### src/rtl/bpbcd_pkg.sv
// Shared types, constants and helper functions for the binary to packed BCD encoder.
// Holds the double-dabble step function and the per-byte-count fit limits.
// No dependencies.
package bpbcd_pkg;

  localparam int MAX_BCD_BYTES = 10;
  localparam int BinBits       = 64;
  localparam int Digits        = 20;
  localparam int BcdBits       = 4 * Digits;
  localparam int LowBits       = 64;
  localparam int HighBits      = BcdBits - LowBits;
  localparam int StepBits      = 8;
  localparam int NumStages     = BinBits / StepBits;
  localparam int CountBits     = 4;

  localparam logic [CountBits-1:0] MaxBytesCode = CountBits'(MAX_BCD_BYTES);
  localparam logic [CountBits-1:0] AllFitBytes  = 4'd10;
  localparam logic [CountBits-1:0] ResetBytes   = 4'd10;

  typedef struct packed {
    logic [BinBits-1:0] bin;
    logic [BcdBits-1:0] bcd;
    logic               fits;
  } dabble_t;

  // Largest value that fits in n packed BCD bytes, i.e. 10^(2n)-1, for n of 1 to 9; any other n gives all ones.
  function automatic logic [BinBits-1:0] fit_limit(input logic [CountBits-1:0] n);
    logic [BinBits-1:0] lim;
    case (n)
      4'd1:    lim = 64'd99;
      4'd2:    lim = 64'd9999;
      4'd3:    lim = 64'd999999;
      4'd4:    lim = 64'd99999999;
      4'd5:    lim = 64'd9999999999;
      4'd6:    lim = 64'd999999999999;
      4'd7:    lim = 64'd99999999999999;
      4'd8:    lim = 64'd9999999999999999;
      4'd9:    lim = 64'd999999999999999999;
      default: lim = {BinBits{1'b1}};
    endcase
    return lim;
  endfunction

  // Advance the shift-add-3 conversion by StepBits input bits.
  function automatic dabble_t dabble_step(input dabble_t cur);
    dabble_t r;
    r = cur;
    for (int i = 0; i < StepBits; i++) begin
      for (int d = 0; d < Digits; d++) begin
        if (r.bcd[4*d +: 4] >= 4'd5) begin
          r.bcd[4*d +: 4] = r.bcd[4*d +: 4] + 4'd3;
        end
      end
      r.bcd = {r.bcd[BcdBits-2:0], r.bin[BinBits-1]};
      r.bin = {r.bin[BinBits-2:0], 1'b0};
    end
    return r;
  endfunction

endpackage

### src/rtl/binary_to_packed_bcd_encoder.sv
// Top level of the binary to packed BCD encoder: input fit check and pipelined double dabble.
// Depends on bpbcd_pkg for types, constants, the fit limit table and the step function.
//
// Usage:
//   Slave stream (s_tvalid/s_tready/s_tdata) carries one 64-bit unsigned value per transfer.
//   Master stream (m_tvalid/m_tready/m_tdata) returns one result per input value:
//   the 20-digit packed BCD form (tens digit in the high nibble of each byte) and a fit flag.
//   byte_count_wr_en/byte_count_wr_data write the field length in bytes (1..10, reset 10);
//   write it only while the pipeline is empty. Counts above 10 act as 10, zero fits nothing.
//   A value above 10^(2*bytes)-1 returns all-zero digits with value_fits cleared.
// Timing:
//   From the input transfer to m_tvalid, one stage registers the value
//   and its fit flag, then eight stages each convert eight bits of the value.
//   Throughput is one transfer per cycle while m_tready is high; every stage holds a valid bit and data.
// Reset:
//   rst (synchronous, active high) clears all valid bits and sets byte_count to 10.
// Stall:
//   When m_tready is low the output holds; stages behind it keep filling any empty slots,
//   and s_tready drops only once every stage holds an item. Nothing is lost or repeated.
module binary_to_packed_bcd_encoder (
  input  logic        clk,
  input  logic        rst,
  input  logic        s_tvalid,
  output logic        s_tready,
  input  logic [63:0] s_tdata,            // [63:0] binary_value
  output logic        m_tvalid,
  input  logic        m_tready,
  output logic [87:0] m_tdata,            // [63:0] bcd_low_digits, [79:64] bcd_high_digits,
                                          // [80] value_fits, [87:81] zero
  input  logic        byte_count_wr_en,
  input  logic [3:0]  byte_count_wr_data
);

  logic [bpbcd_pkg::CountBits-1:0] byte_count;
  logic [bpbcd_pkg::CountBits-1:0] bytes_eff;
  logic                            in_fits;

  logic                            valid [0:bpbcd_pkg::NumStages];
  logic                            ready [0:bpbcd_pkg::NumStages];
  bpbcd_pkg::dabble_t              stage [0:bpbcd_pkg::NumStages];
  bpbcd_pkg::dabble_t              load;

  // Field length register.
  always_ff @(posedge clk) begin
    if (rst) begin
      byte_count <= bpbcd_pkg::ResetBytes;
    end else if (byte_count_wr_en) begin
      byte_count <= byte_count_wr_data;
    end
  end

  // Saturate the count, then compare against the limit for that many bytes.
  always_comb begin
    if (byte_count > bpbcd_pkg::MaxBytesCode) begin
      bytes_eff = bpbcd_pkg::MaxBytesCode;
    end else begin
      bytes_eff = byte_count;
    end
    in_fits = (bytes_eff != '0) &&
              ((bytes_eff >= bpbcd_pkg::AllFitBytes) ||
               (s_tdata <= bpbcd_pkg::fit_limit(bytes_eff)));
    load.bin  = s_tdata;
    load.bcd  = '0;
    load.fits = in_fits;
  end

  // A stage may take new data when it is empty or its content moves on this cycle.
  always_comb begin
    ready[bpbcd_pkg::NumStages] = !valid[bpbcd_pkg::NumStages] || m_tready;
    for (int i = bpbcd_pkg::NumStages - 1; i >= 0; i--) begin
      ready[i] = !valid[i] || ready[i+1];
    end
  end

  assign s_tready = ready[0];

  // Valid bits.
  always_ff @(posedge clk) begin
    if (rst) begin
      for (int i = 0; i <= bpbcd_pkg::NumStages; i++) begin
        valid[i] <= 1'b0;
      end
    end else begin
      if (ready[0]) begin
        valid[0] <= s_tvalid;
      end
      for (int i = 1; i <= bpbcd_pkg::NumStages; i++) begin
        if (ready[i]) begin
          valid[i] <= valid[i-1];
        end
      end
    end
  end

  // Data path: load on input transfer, then advance eight bits per stage.
  always_ff @(posedge clk) begin
    if (s_tvalid && ready[0]) begin
      stage[0] <= load;
    end
    for (int i = 1; i <= bpbcd_pkg::NumStages; i++) begin
      if (ready[i] && valid[i-1]) begin
        stage[i] <= bpbcd_pkg::dabble_step(stage[i-1]);
      end
    end
  end

  // Drop the digits when the value does not fit the field.
  assign m_tvalid = valid[bpbcd_pkg::NumStages];
  assign m_tdata  = {7'b0,
                     stage[bpbcd_pkg::NumStages].fits,
                     stage[bpbcd_pkg::NumStages].bcd &
                       {bpbcd_pkg::BcdBits{stage[bpbcd_pkg::NumStages].fits}}};

endmodule
### config.mk
export PLATFORM = sky130hd
export DESIGN_NAME = binary_to_packed_bcd_encoder
export DESIGN_NICKNAME = d
export VERILOG_FILES = /design/src/rtl/bpbcd_pkg.sv /design/src/rtl/binary_to_packed_bcd_encoder.sv
export SDC_FILE = /design/constraint.sdc
export NUM_CORES = 2
export LEC_CHECK = 0
export BUFFER_PORTS_ARGS = -buffer_cell sky130_fd_sc_hd__buf_4
export CAP_MARGIN = 10
export CORE_UTILIZATION = 65
export CTS_CLUSTER_SIZE = 16
export DETAILED_ROUTE_END_ITERATION = 7
export PLACE_DENSITY_LB_ADDON = 0.3
export SYNTH_ARGS = -nofsm -noshare
export SYNTH_HDL_FRONTEND = slang
export SYNTH_SLANG_ARGS = --single-unit
### constraint.sdc
create_clock -name clk -period 9.27 [get_ports clk]
set_clock_uncertainty 0.1 [all_clocks]
set_input_delay 0.927 -clock clk [delete_from_list [all_inputs] [get_ports clk]]
set_output_delay 0.927 -clock clk [all_outputs]
set_load 0.01 [all_outputs]
==> metrics.log <==
[metrics] wire length of the first global-routing pass: 408 mm
[metrics] Synth top area share: about a fifth
[metrics] clock sink count: between 600 and 700
[metrics] count of hold buffers inserted by post-cts repair: 0
[metrics] Routability Congestion: between 0.9 and 1
[metrics] dominant combinational cell family by area after synthesis: compound AO/OA/AOI/OAI gates
[metrics] total count of max-transition violations in the final report: 0
[metrics] Core Area: approximately 0.16 mm2
[metrics] cells resized by post-CTS repair: 0
[metrics] Critical Path Fanout Max: 12
[metrics] measured slew at the worst slew-check pin: 1190 ps
[metrics] final global-route overflow total: 0
[metrics] multi-input gate area in the final layout: between 0.07 and 0.08 mm2
[metrics] Post CTS Setup Buffer Count: 0
[metrics] Critical Setup Path Class: reg2reg
[metrics] y dimension of the die: 402 um
[metrics] EDFF count, synth: 680
[metrics] Post-synth top flop: edfxtp_1
[metrics] post-route standard cell area excluding fillers: ~0.11 mm2
[metrics] top area cells in the synthesized netlist: edfxtp_1, ha_1, o21ai_0
[metrics] cell count after synthesis: roughly 14000
[metrics] Post-layout nets: around 14000
[metrics] asr flop ratio synth: 0%
[metrics] proportion of layout cells with a drive suffix above 1: approximately 8.8%
[metrics] launch point of the worst path: stage[0][436]
[metrics] Cell variety after synth: about 150
[metrics] cell area reported after detailed placement: about 0.11 mm2
[metrics] fmax: 123 MHz
[metrics] number of antenna diodes: 0
[metrics] sequential cell area: 0.0205 mm2
[metrics] fill cell count: 12687
[metrics] Synth Area in Compound Gates: between 30% and 40%
[metrics] remaining antenna violation count: 0
[metrics] initial core utilization: 65.6%
[metrics] Clock Root Buffer: clkbuf_16
[metrics] number of hold-slack violations in the final timing report: 0
[metrics] placement row count: 146
[metrics] FF+latch count, synth: just under 700
[metrics] outcome: finished with violations
[metrics] simple-gate area share of the yosys netlist: a little under a quarter
[metrics] # IOs: ~160
[metrics] Yosys top cell by area: edfxtp_1
[metrics] ranking of synthesized cells by instance count: nand2_1, nor2_1, o21ai_0, a21oi_1, inv_1
[metrics] unrepaired setup endpoints after global routing: no
[metrics] kind of capture point of the worst setup path: flip-flop
[metrics] setup violation total in the final timing report: 0
[metrics] port bufs: 155
[metrics] post-route DRC violation count: 16
[metrics] worst reg2reg startpoint: stage[0][436]
[metrics] drt total wl: 241 mm
[metrics] TritonCTS clock tree: done
[metrics] HP Class: in2reg
[metrics] end point of the most critical hold path: stage[0][140]
[metrics] flop-to-flop setup slack: between 1000 and 1500 ps
[metrics] syn avg cell area: 7.66 um2
[metrics] layout overhead on the synthesized area: 5.21%
[metrics] number of vias in the routed layout: 101876
[metrics] endpoint of the lowest-slack register-to-register path: stage[0][599]
[metrics] via count normalized by instance count: 6.52
[metrics] number of cells on the worst reg-to-reg path: 26
[metrics] library cell with the highest instance count after synthesis: nand2_1
[metrics] via count of the first global-routing pass: 93378
[metrics] multiplexer fraction of the synthesized cell area: 7.49%
[metrics] WL per Instance: around 15 um
[metrics] Setup Total Neg Slack: 0 ps
[metrics] # Max-Cap Violations: 0
[metrics] violation count after the first detailed-routing iteration: 7664
[metrics] Required @ worst endpoint: approximately 9600 ps
[metrics] WP data arrival: between 8000 and 9000 ps
[metrics] maximum number of buffers from clock root to sink: 3
[metrics] number of antenna violations at the first check in global routing: 1
[metrics] period utilization: 87.7%
[metrics] hold-critical path depth: 1
[metrics] largest net degree at the start of global routing: 82
[metrics] maximum level of the CTS H-tree: 3
[metrics] clock-pin slew reported for the worst setup and hold paths after clock tree synthesis: 60 ps
[metrics] area share of fa/ha/maj cells after synthesis: 7.96%
[metrics] count of synthesis-stage warnings from yosys: 0
[metrics] sequential element share of the synthesized area: approximately a fifth
[metrics] violated checks: design-rule violations
[metrics] die span in x: about 400 um
[metrics] number of iterations in the first detailed-routing pass: 8
[metrics] clock period minus worst slack: roughly 8000 ps
[metrics] Die ar.: around 0.16 mm2
[metrics] summed instance area of the synthesized netlist: just over 0.1 mm2
[metrics] total routing resource utilization after global routing: between 20% and 30%
[metrics] Detailed Place HPWL: about 180 mm
[metrics] CP Launch Type: flip-flop
[metrics] number of buffers created by CTS: 84
[metrics] clock latency on the worst-skew pair: approximately 750 ps
[metrics] share of the synthesized netlist area taken by xor and xnor gates: 3.56%
[metrics] worst-case headroom to the max-slew limit: between 10% and 20%
[metrics] origin of the worst min-delay path: s_tdata[59]
metrics by stage:
stage / hold slack (ps) / instances / worst slack (ps) / util (%)
floorplan: 300 / 13582 / 1490 / -
global placement: 301 / 15465 / 1580 / 67.1
detailed placement: 305 / 15465 / 1340 / 67.1
CTS: 207 / 15620 / 1240 / 69.0
global route: 233 / 15624 / 254 / 69.0
finish: 264 / 15624 / 1140 / 69.0
layer usage:
layer  GRT usage (%)  routed length [um]  vias to the layer above
li1                -                   -                    51440
met1            33.8              105000                    47538
met2            51.3              120000                     2463
met3            2.69                9520                      433
met4            8.80                6050                        2
met5               0                  13                        -
logic make-up after synthesis:
| family | Yosys count |
|---|---|
| simple gates | 4871 |
| other cells | 1 |
| fa+ha+maj | 670 |
| xor+xnor | 394 |
| flops | 684 |
| compound gates | 5020 |
| mux | 728 |
| buf+inv | 1208 |
flip-flops by register name, indices dropped and copies added (netlist names):
name        flops
stage         671
valid           9
byte_count      4
how the worst max path moves through the flow:
stage | to | slack [ps]
4_1_cts | stage[0][599] | 1240
2_1_floorplan | stage[0][1015] | 1490
5_1_grt | stage[0][599] | 250
3_3_place_gp | stage[0][921] | 1580
6_report | stage[0][599] | 1140
3_5_place_dp | stage[0][599] | 1340
placed cells by master (no fill, tap or decap), types with 66 or more instances in the layout:
master,Yosys,routed
nand3_1,344,344
or3_1,167,167
a31oi_1,158,156
and2_1,297,294
a22oi_1,75,75
clkbuf_16,0,84
nand2_1,1311,1311
a211oi_1,314,314
mux2_2,267,267
a211o_1,128,128
nor2_1,1111,1111
or2_2,209,209
mux2i_1,430,430
o211a_1,81,81
o211ai_1,232,232
nor3_1,386,386
nand2b_1,293,293
xor2_1,90,90
inv_1,815,815
o22ai_1,165,165
o21bai_1,125,125
buf_4,20,179
o31ai_1,89,89
ha_1,628,628
edfxtp_1,680,680
nand3b_1,66,66
nor2b_1,215,212
o21a_1,208,208
a21oi_1,915,915
a21boi_0,88,87
xnor2_1,275,275
a21o_1,209,209
o21ai_0,1003,1003
and3_1,142,142
o21ai_1,158,158
worst max-delay path, stage by stage (launching register included):
cell and delay (ps):
edfxtp_1 560, inv_1 120, ha_1 310, and2b_4 230, o21ai_0 370, nand3_1 190, o211ai_2 460, inv_1 210
ha_1 250, inv_1 80, nor3_1 80, a221o_2 450, nor2_1 150, o21ai_0 90, o211a_1 250, ha_1 220
a311oi_1 230, a311oi_1 170, nor4_1 560, nor2_1 160, xnor2_1 620, o21bai_1 180, xnor2_1 480, a21boi_2 130
xor2_1 690, a211oi_1 180, a211o_1 310
layout make-up:
cell class                 instances  share of cell area [%]
sequential                       684                    18.7
timing repair buffer             182                    1.24
multi-input combinational      11690                    72.1
tap                             2072                    2.37
inverter                         841                    2.89
clock buffer                      95                    1.96
clock inverter                    60                   0.714
Power is not shown: default switching activity piles up to over one toggle a cycle in this logic, so the estimate is an artifact.
